[config.mk]
export PLATFORM = sky130hd
export DESIGN_NAME = nrcs_dist
export DESIGN_NICKNAME = d
export VERILOG_FILES = /design/src/sv/nrcs_pkg.sv /design/src/sv/nrcs_dist.sv
export SDC_FILE = /design/constraint.sdc
export NUM_CORES = 2
export LEC_CHECK = 0
export ABC_AREA = 1
export BUFFER_PORTS_ARGS = -buffer_cell sky130_fd_sc_hd__buf_2
export CAP_MARGIN = 20
export CORE_MARGIN = 2
export CORE_UTILIZATION = 45
export DETAILED_ROUTE_END_ITERATION = 8
export PLACE_DENSITY = 0.64
export REMOVE_ABC_BUFFERS = 1
export SLEW_MARGIN = 40
export SYNTH_ARGS = -nofsm -noshare
export SYNTH_HDL_FRONTEND = slang
export SYNTH_SLANG_ARGS = --single-unit
[constraint.sdc]
create_clock -name clk -period 19.03 [get_ports clk]
set_clock_uncertainty 0.05 [all_clocks]
set_input_delay 3.806 -clock clk [delete_from_list [all_inputs] [get_ports clk]]
set_output_delay 3.806 -clock clk [all_outputs]
set_load 0.005 [all_outputs]
[src/sv/nrcs_pkg.sv]
`timescale 1ns / 1ps
package nrcs_pkg;
  localparam int TILE3 = 409600;
  localparam int POS_LIMIT = 4608000;
  localparam int DIST_SCALE = 589824;

  localparam logic [1:0] OP_LOAD = 2'd0;
  localparam logic [1:0] OP_SLOT = 2'd1;
  localparam logic [1:0] OP_QUERY = 2'd2;

  localparam logic [1:0] ST_OK = 2'd0;
  localparam logic [1:0] ST_RANGE = 2'd1;
  localparam logic [1:0] ST_EMPTY = 2'd2;

  localparam logic [1:0] REG_COUNT = 2'd0;
  localparam logic [1:0] REG_ADMIT = 2'd1;
  localparam logic [1:0] REG_RETAIN = 2'd2;
  localparam logic [1:0] REG_MOVE = 2'd3;

  typedef enum logic [2:0] {
    S_IDLE, S_MOVE, S_CLEAR, S_SCAN, S_EVAL, S_EMIT, S_ERR
  } state_t;

  // one cell table entry: map, column, row, global flag
  typedef struct packed {
    logic [9:0] map;
    logic [5:0] x;
    logic [5:0] y;
    logic       glob;
  } cell_t;

  // gap from the tile edge on one axis, in scaled fixed steps
  function automatic logic [24:0] edge_gap(input logic signed [26:0] p3,
                                           input logic [5:0] tile);
    logic signed [27:0] lo;
    logic signed [27:0] hi;
    logic signed [27:0] a;
    logic signed [27:0] b;
    lo = 28'(signed'({1'b0, 6'd31}) - signed'({1'b0, tile})) * 28'sd409600;
    hi = lo + 28'sd409600;
    a = lo - 28'(p3);
    b = 28'(p3) - hi;
    if (a > 0) edge_gap = 25'(a);
    else if (b > 0) edge_gap = 25'(b);
    else edge_gap = '0;
  endfunction
endpackage

[src/sv/nrcs_dist.sv]
`timescale 1ns / 1ps
module nrcs_dist (
  input  logic                clk,
  input  logic                in_valid,
  input  logic [24:0]         gx,
  input  logic [24:0]         gy,
  input  logic [9:0]          radius,
  output logic [50:0]         sq_dist,
  output logic [43:0]         lim,
  output logic                out_valid
);
  import nrcs_pkg::*;
  // two stages: squares and r*r, then sums and scale
  logic [49:0] sx, sy;
  logic [19:0] rr;
  logic        v1;
  always_ff @(posedge clk) begin
    sx <= gx * gx;
    sy <= gy * gy;
    rr <= radius * radius;
    v1 <= in_valid;
    sq_dist <= sx + sy;
    lim <= 44'(rr) * 44'(DIST_SCALE);
    out_valid <= v1;
  end
endmodule

## After elaboration in Yosys (flattened, before gate mapping)

Cells that the tools add are included.
W data, S select, Z words.

| word-level totals | value |
|---|---|
| output and inout port bits | 96 |
| bits in registers | 197 |

| operators by class | value |
|---|---|
| $mul | 4 |
| add/subtract/negate cells | 1 |

Operator list:

| kind | number |
|---|---|
| $mul A25 B25 Y50 | 2 |
| $add A50 B50 Y51 | 1 |
| $mul A20 B4 Y24 const B | 1 |
| $mul A10 B10 Y20 | 1 |

## Depth between registers and ports, before layout

| logic depth | value |
|---|---|
| depth after elaboration | 1 |
| depth in mapped cells | 30 |

## Least setup slack after synthesis

Ideal clock, no wire load.

| timing | value |
|---|---|
| kind | input port to flip-flop |
| start | input port gy[3] |
| end | register sy[39] |
| library setup time | 112 ps |
| slack | 9492 ps |
| arrival time | 9375 ps |
| data required time | 18868 ps |
| stages | 26 |
| path buffers | 2 |
| path through | clkbuf_1 > clkbuf_1 > nand2_1 > fa_1 > inv_1 > fa_1 > inv_1 > fa_1 > inv_1 > fa_1 > inv_1 > fa_1 > inv_1 > fa_1 > inv_1 > fa_1 > inv_1 > ha_1 > nand2_1 > nor2_2 > and2_4 > nand3b_1 > nand3_1 > nand2_1 > nand3_1 > nand2_1 |

| on the way | value |
|---|---|
| cells in the longest elaborated chain, start to end | 1 |

Ends and longest elaborated chain:

| item | line | text |
|---|---|---|
| from (decl) | nrcs_dist.sv:6 | `input logic [24:0] gy,` |
| $mul A25 B25 Y50 | nrcs_dist.sv:19 | `sy <= gy * gy;` |
| to (signal assigned) | nrcs_dist.sv:19 |  |
| to (decl) | nrcs_dist.sv:14 | `logic [49:0] sx, sy;` |

Every way passes these cells.

## Worst setup path in the final report

| timing | value |
|---|---|
| start | input port gx[21] |
| end | register sx[33] |

| on the way | value |
|---|---|
| cells in the longest elaborated chain, start to end | 1 |

Ends and longest elaborated chain:

| item | line | text |
|---|---|---|
| from (decl) | nrcs_dist.sv:5 | `input logic [24:0] gx,` |
| $mul A25 B25 Y50 | nrcs_dist.sv:18 | `sx <= gx * gx;` |
| to (signal assigned) | nrcs_dist.sv:18 |  |
| to (decl) | nrcs_dist.sv:14 |  |

Every way passes these cells.

==> impl_metrics.py <==
metrics = {
    "run_status": {
        "status": "finished clean",
    },
    "setup_path": {
        "cp.required_ns": 19.34,
        "cp-start-kind": "primary input",
        "cp_slowest_cell": "fa_1",
        "crit_arrival_ns": 10.16,
        "path_class": "in2reg",
        "path_buf_inv": 7,
        "end_kind": "register",
        "critPathMaxStageDelay_ns": 0.61,
        "path_delay_family": "adder cells",
        "ff2ff_setup_slack_ns": 16.69,
        "crit_path_frequent_cell": "fa_1",
        "cp_max_fo": 25,
        "cp_cell_sequence": "buf_2, nand2_1, fa_1, inv_1, fa_1, inv_1, fa_1, fa_1, inv_1, fa_1, fa_1, inv_1, fa_1, inv_1, ha_1, nand2_1, nor2_1, inv_1, nor2_2, nand2_1, a21oi_1, nor2_1, nand2_1, nand2_1",
    },
    "finish": {
        "n_antenna_cell": 0,
        "fillers": 11490,
        "syn2layout_area_growth_pct": 4.924,
        "fin_nets": 8534,
        "drive_gt1_share_pct": 4.598,
    },
    "global_route": {
        "grt_use_total_pct": 23.33,
        "grt_pass1_vias": 41740,
        "grt_max_degree": 28,
        "antenna_found_initial": 1,
        "grt-ovfl-total": 0,
        "grt_first_pass_wirelength_um": 216000,
    },
    "timing": {
        "fin_crit_ns": 9.847,
        "finalSetupViolCount": 0,
        "fin_ws_ns": 9.183,
        "rsz0062_at_grt": "false",
        "hold_viol": 0,
        "worst_pin_slew_ns": 0.7453,
        "finalCritPeriodShare_pct": 51.75,
        "max_freq_mhz": 101.6,
        "slew_headroom_pct": 50.31,
        "setup_tns_ns": 0,
        "final_max_slew_viol_count": 0,
    },
    "yosys": {
        "seq_area_frac_synth_pct": 7.487,
        "synth_area_sq_um": 51600,
        "ys_seq_elements": 193,
        "yosys.area.top_type": "fa_1",
        "synth_area_leaders": "fa_1, inv_1, nand2_1, ha_1, dfxtp_1",
        "synthTopCellsByCount": "inv_1, nand2_1, fa_1",
        "synth_enable_flop_cells": 0,
        "yosysMostFrequentCell": "inv_1",
        "ys_warn_count": 0,
        "synthArstFlopShare_pct": 0,
        "synth_top_area_share_pct": 37.98,
        "synthCells": 6985,
        "ys.flop_type": "dfxtp_1",
        "synth.distinct_cells": 39,
        "syn_avg_cell_area_sq_um": 7.388,
    },
    "cts": {
        "ctsHtreeMaxLevel": 4,
        "clockBufferDepth": 2,
        "cts-root-buf": "clkbuf_16",
        "postCtsSetupRepairBufs": 0,
        "cts-hold-fix-buffers": 0,
        "cts_sinks": 193,
        "clk_latency_ns": 0.47,
        "cts_buffers": 17,
        "cts.repair.resized": 0,
        "clk_pin_slew_ns": 0.08,
        "cts_tree": "done",
    },
    "routing": {
        "first_pass_iters": 7,
        "vias_per_cell": 4.690,
        "drc": 0,
        "routed_wirelength_um": 131100,
        "drtIter0Drc": 2683,
        "wl_per_cell_um": 15.39,
        "via_count": 39940,
        "antenna_left": 0,
    },
    "die": {
        "row_count": 124,
        "pin_count": 158,
        "start_util_pct": 45.25,
        "die_h_um": 342.6,
        "die_x_um": 342.6,
        "coreArea_sq_um": 114000,
        "die_area_sq_um": 117400,
    },
    "flow_run": {
        "max-cap-violations": 0,
    },
    "placement": {
        "post-place-ws_ns": 8.792,
        "dp.final_hpwl_um": 114700,
        "io_buffers": 136,
        "place.gp.congestion": 0.9778,
    },
    "min_path": {
        "hp-class": "reg2reg",
    },
}
-- worst reg2reg max path, cell delays in order (launching register included) --
cell and delay (ns):
dfxtp_1 0.34, ha_1 0.39, nand2_1 0.14, nor2_1 0.34, nand2_1 0.14, inv_1 0.08, nand2_1 0.06, a21oi_1 0.41
nor2_1 0.08, nand2_1 0.07, nand2_1 0.12
-- registers in the layout, summed over array words and instances (netlist names) --
name / cells
sq_dist: 51
out_valid: 1
sx: 49
lim: 23
v1: 1
rr: 19
sy: 49
-- cells in the final DEF (no fill, tap or decap), types with 3 or more instances in the layout --
| cell type | n |
|---|---|
| a21o_1 | 9 |
| a21oi_1 | 121 |
| a31oi_1 | 5 |
| and2_1 | 3 |
| buf_2 | 136 |
| clkbuf_16 | 17 |
| clkinv_8 | 6 |
| conb_1 | 21 |
| dfxtp_1 | 193 |
| fa_1 | 979 |
| ha_1 | 503 |
| inv_1 | 2296 |
| inv_2 | 13 |
| inv_6 | 3 |
| nand2_1 | 1917 |
| nand2_2 | 40 |
| nand3_1 | 147 |
| nand3_2 | 16 |
| nand3b_1 | 5 |
| nand4_1 | 29 |
| nor2_1 | 250 |
| nor2_2 | 59 |
| nor2_4 | 11 |
| nor3_1 | 16 |
| nor3_2 | 6 |
| nor4_1 | 5 |
| o21ai_0 | 16 |
| o21bai_1 | 21 |
| or2_2 | 3 |
| xnor2_1 | 26 |
| xor2_1 | 111 |
-- cells by family (layout without fill, tap and decap cells) --
kind of cell	Yosys count	after routing	synth area share, %
xor+xnor	137	137	2.325
fa+ha+maj	1482	1482	50.17
simple gates	2511	2511	19.84
other cells	1	21	0.007267
flops	193	193	7.487
compound gates	182	182	1.974
buf+inv	2479	2477	18.19
-- final timing paths --
path	endpoint	from	cells past startpoint
setup reg to reg	sq_dist[32]	sx[10]	10
hold reg to reg	out_valid	v1	0
setup / recovery	sx[33]	gx[21]	24
hold / removal	out_valid	v1	0
-- area by class of cell --
| class | instances | area, sq um | area share, % |
|---|---|---|---|
| timing repair buffer | 136 | 680.7 | 1.257 |
| sequential | 193 | 3864 | 7.136 |
| inverter | 2309 | 8667 | 16.01 |
| clock buffer | 17 | 425.4 | 0.7857 |
| tap | 1512 | 1892 | 3.494 |
| multi-input combinational | 4333 | 38430 | 70.97 |
| clock inverter | 15 | 188.9 | 0.3489 |
-- layer usage --
metal  share of wire (%)  vias to the layer above  wire length [um]  GRT usage (%)
met1                  45                    19180             58780          32.14
met5              0.0099                        -                13              0
li1                    -                    19570                 -              -
met4                 3.0                        2              3894          6.305
met3                 5.9                      181              7773          3.452
met2                  46                      999             60620          38.34
-- stage by stage --
stage / std cells / instance area [sq um] / utilization, % / hold WS [ns]
after global placement: 8483 / 53530 / 46.94 / 0.2634
after detailed placement: 8483 / 53530 / 46.94 / 0.2747
after CTS: 8515 / 54150 / 47.48 / 0.2911
after floorplan: 6835 / 50960 / - / 0.2596
after global routing: 8515 / 54150 / 47.48 / 0.3006
final: 8515 / 54150 / 47.48 / 0.2840
Power is not shown: default switching activity piles up to over one toggle a cycle in this logic, so the estimate is an artifact.
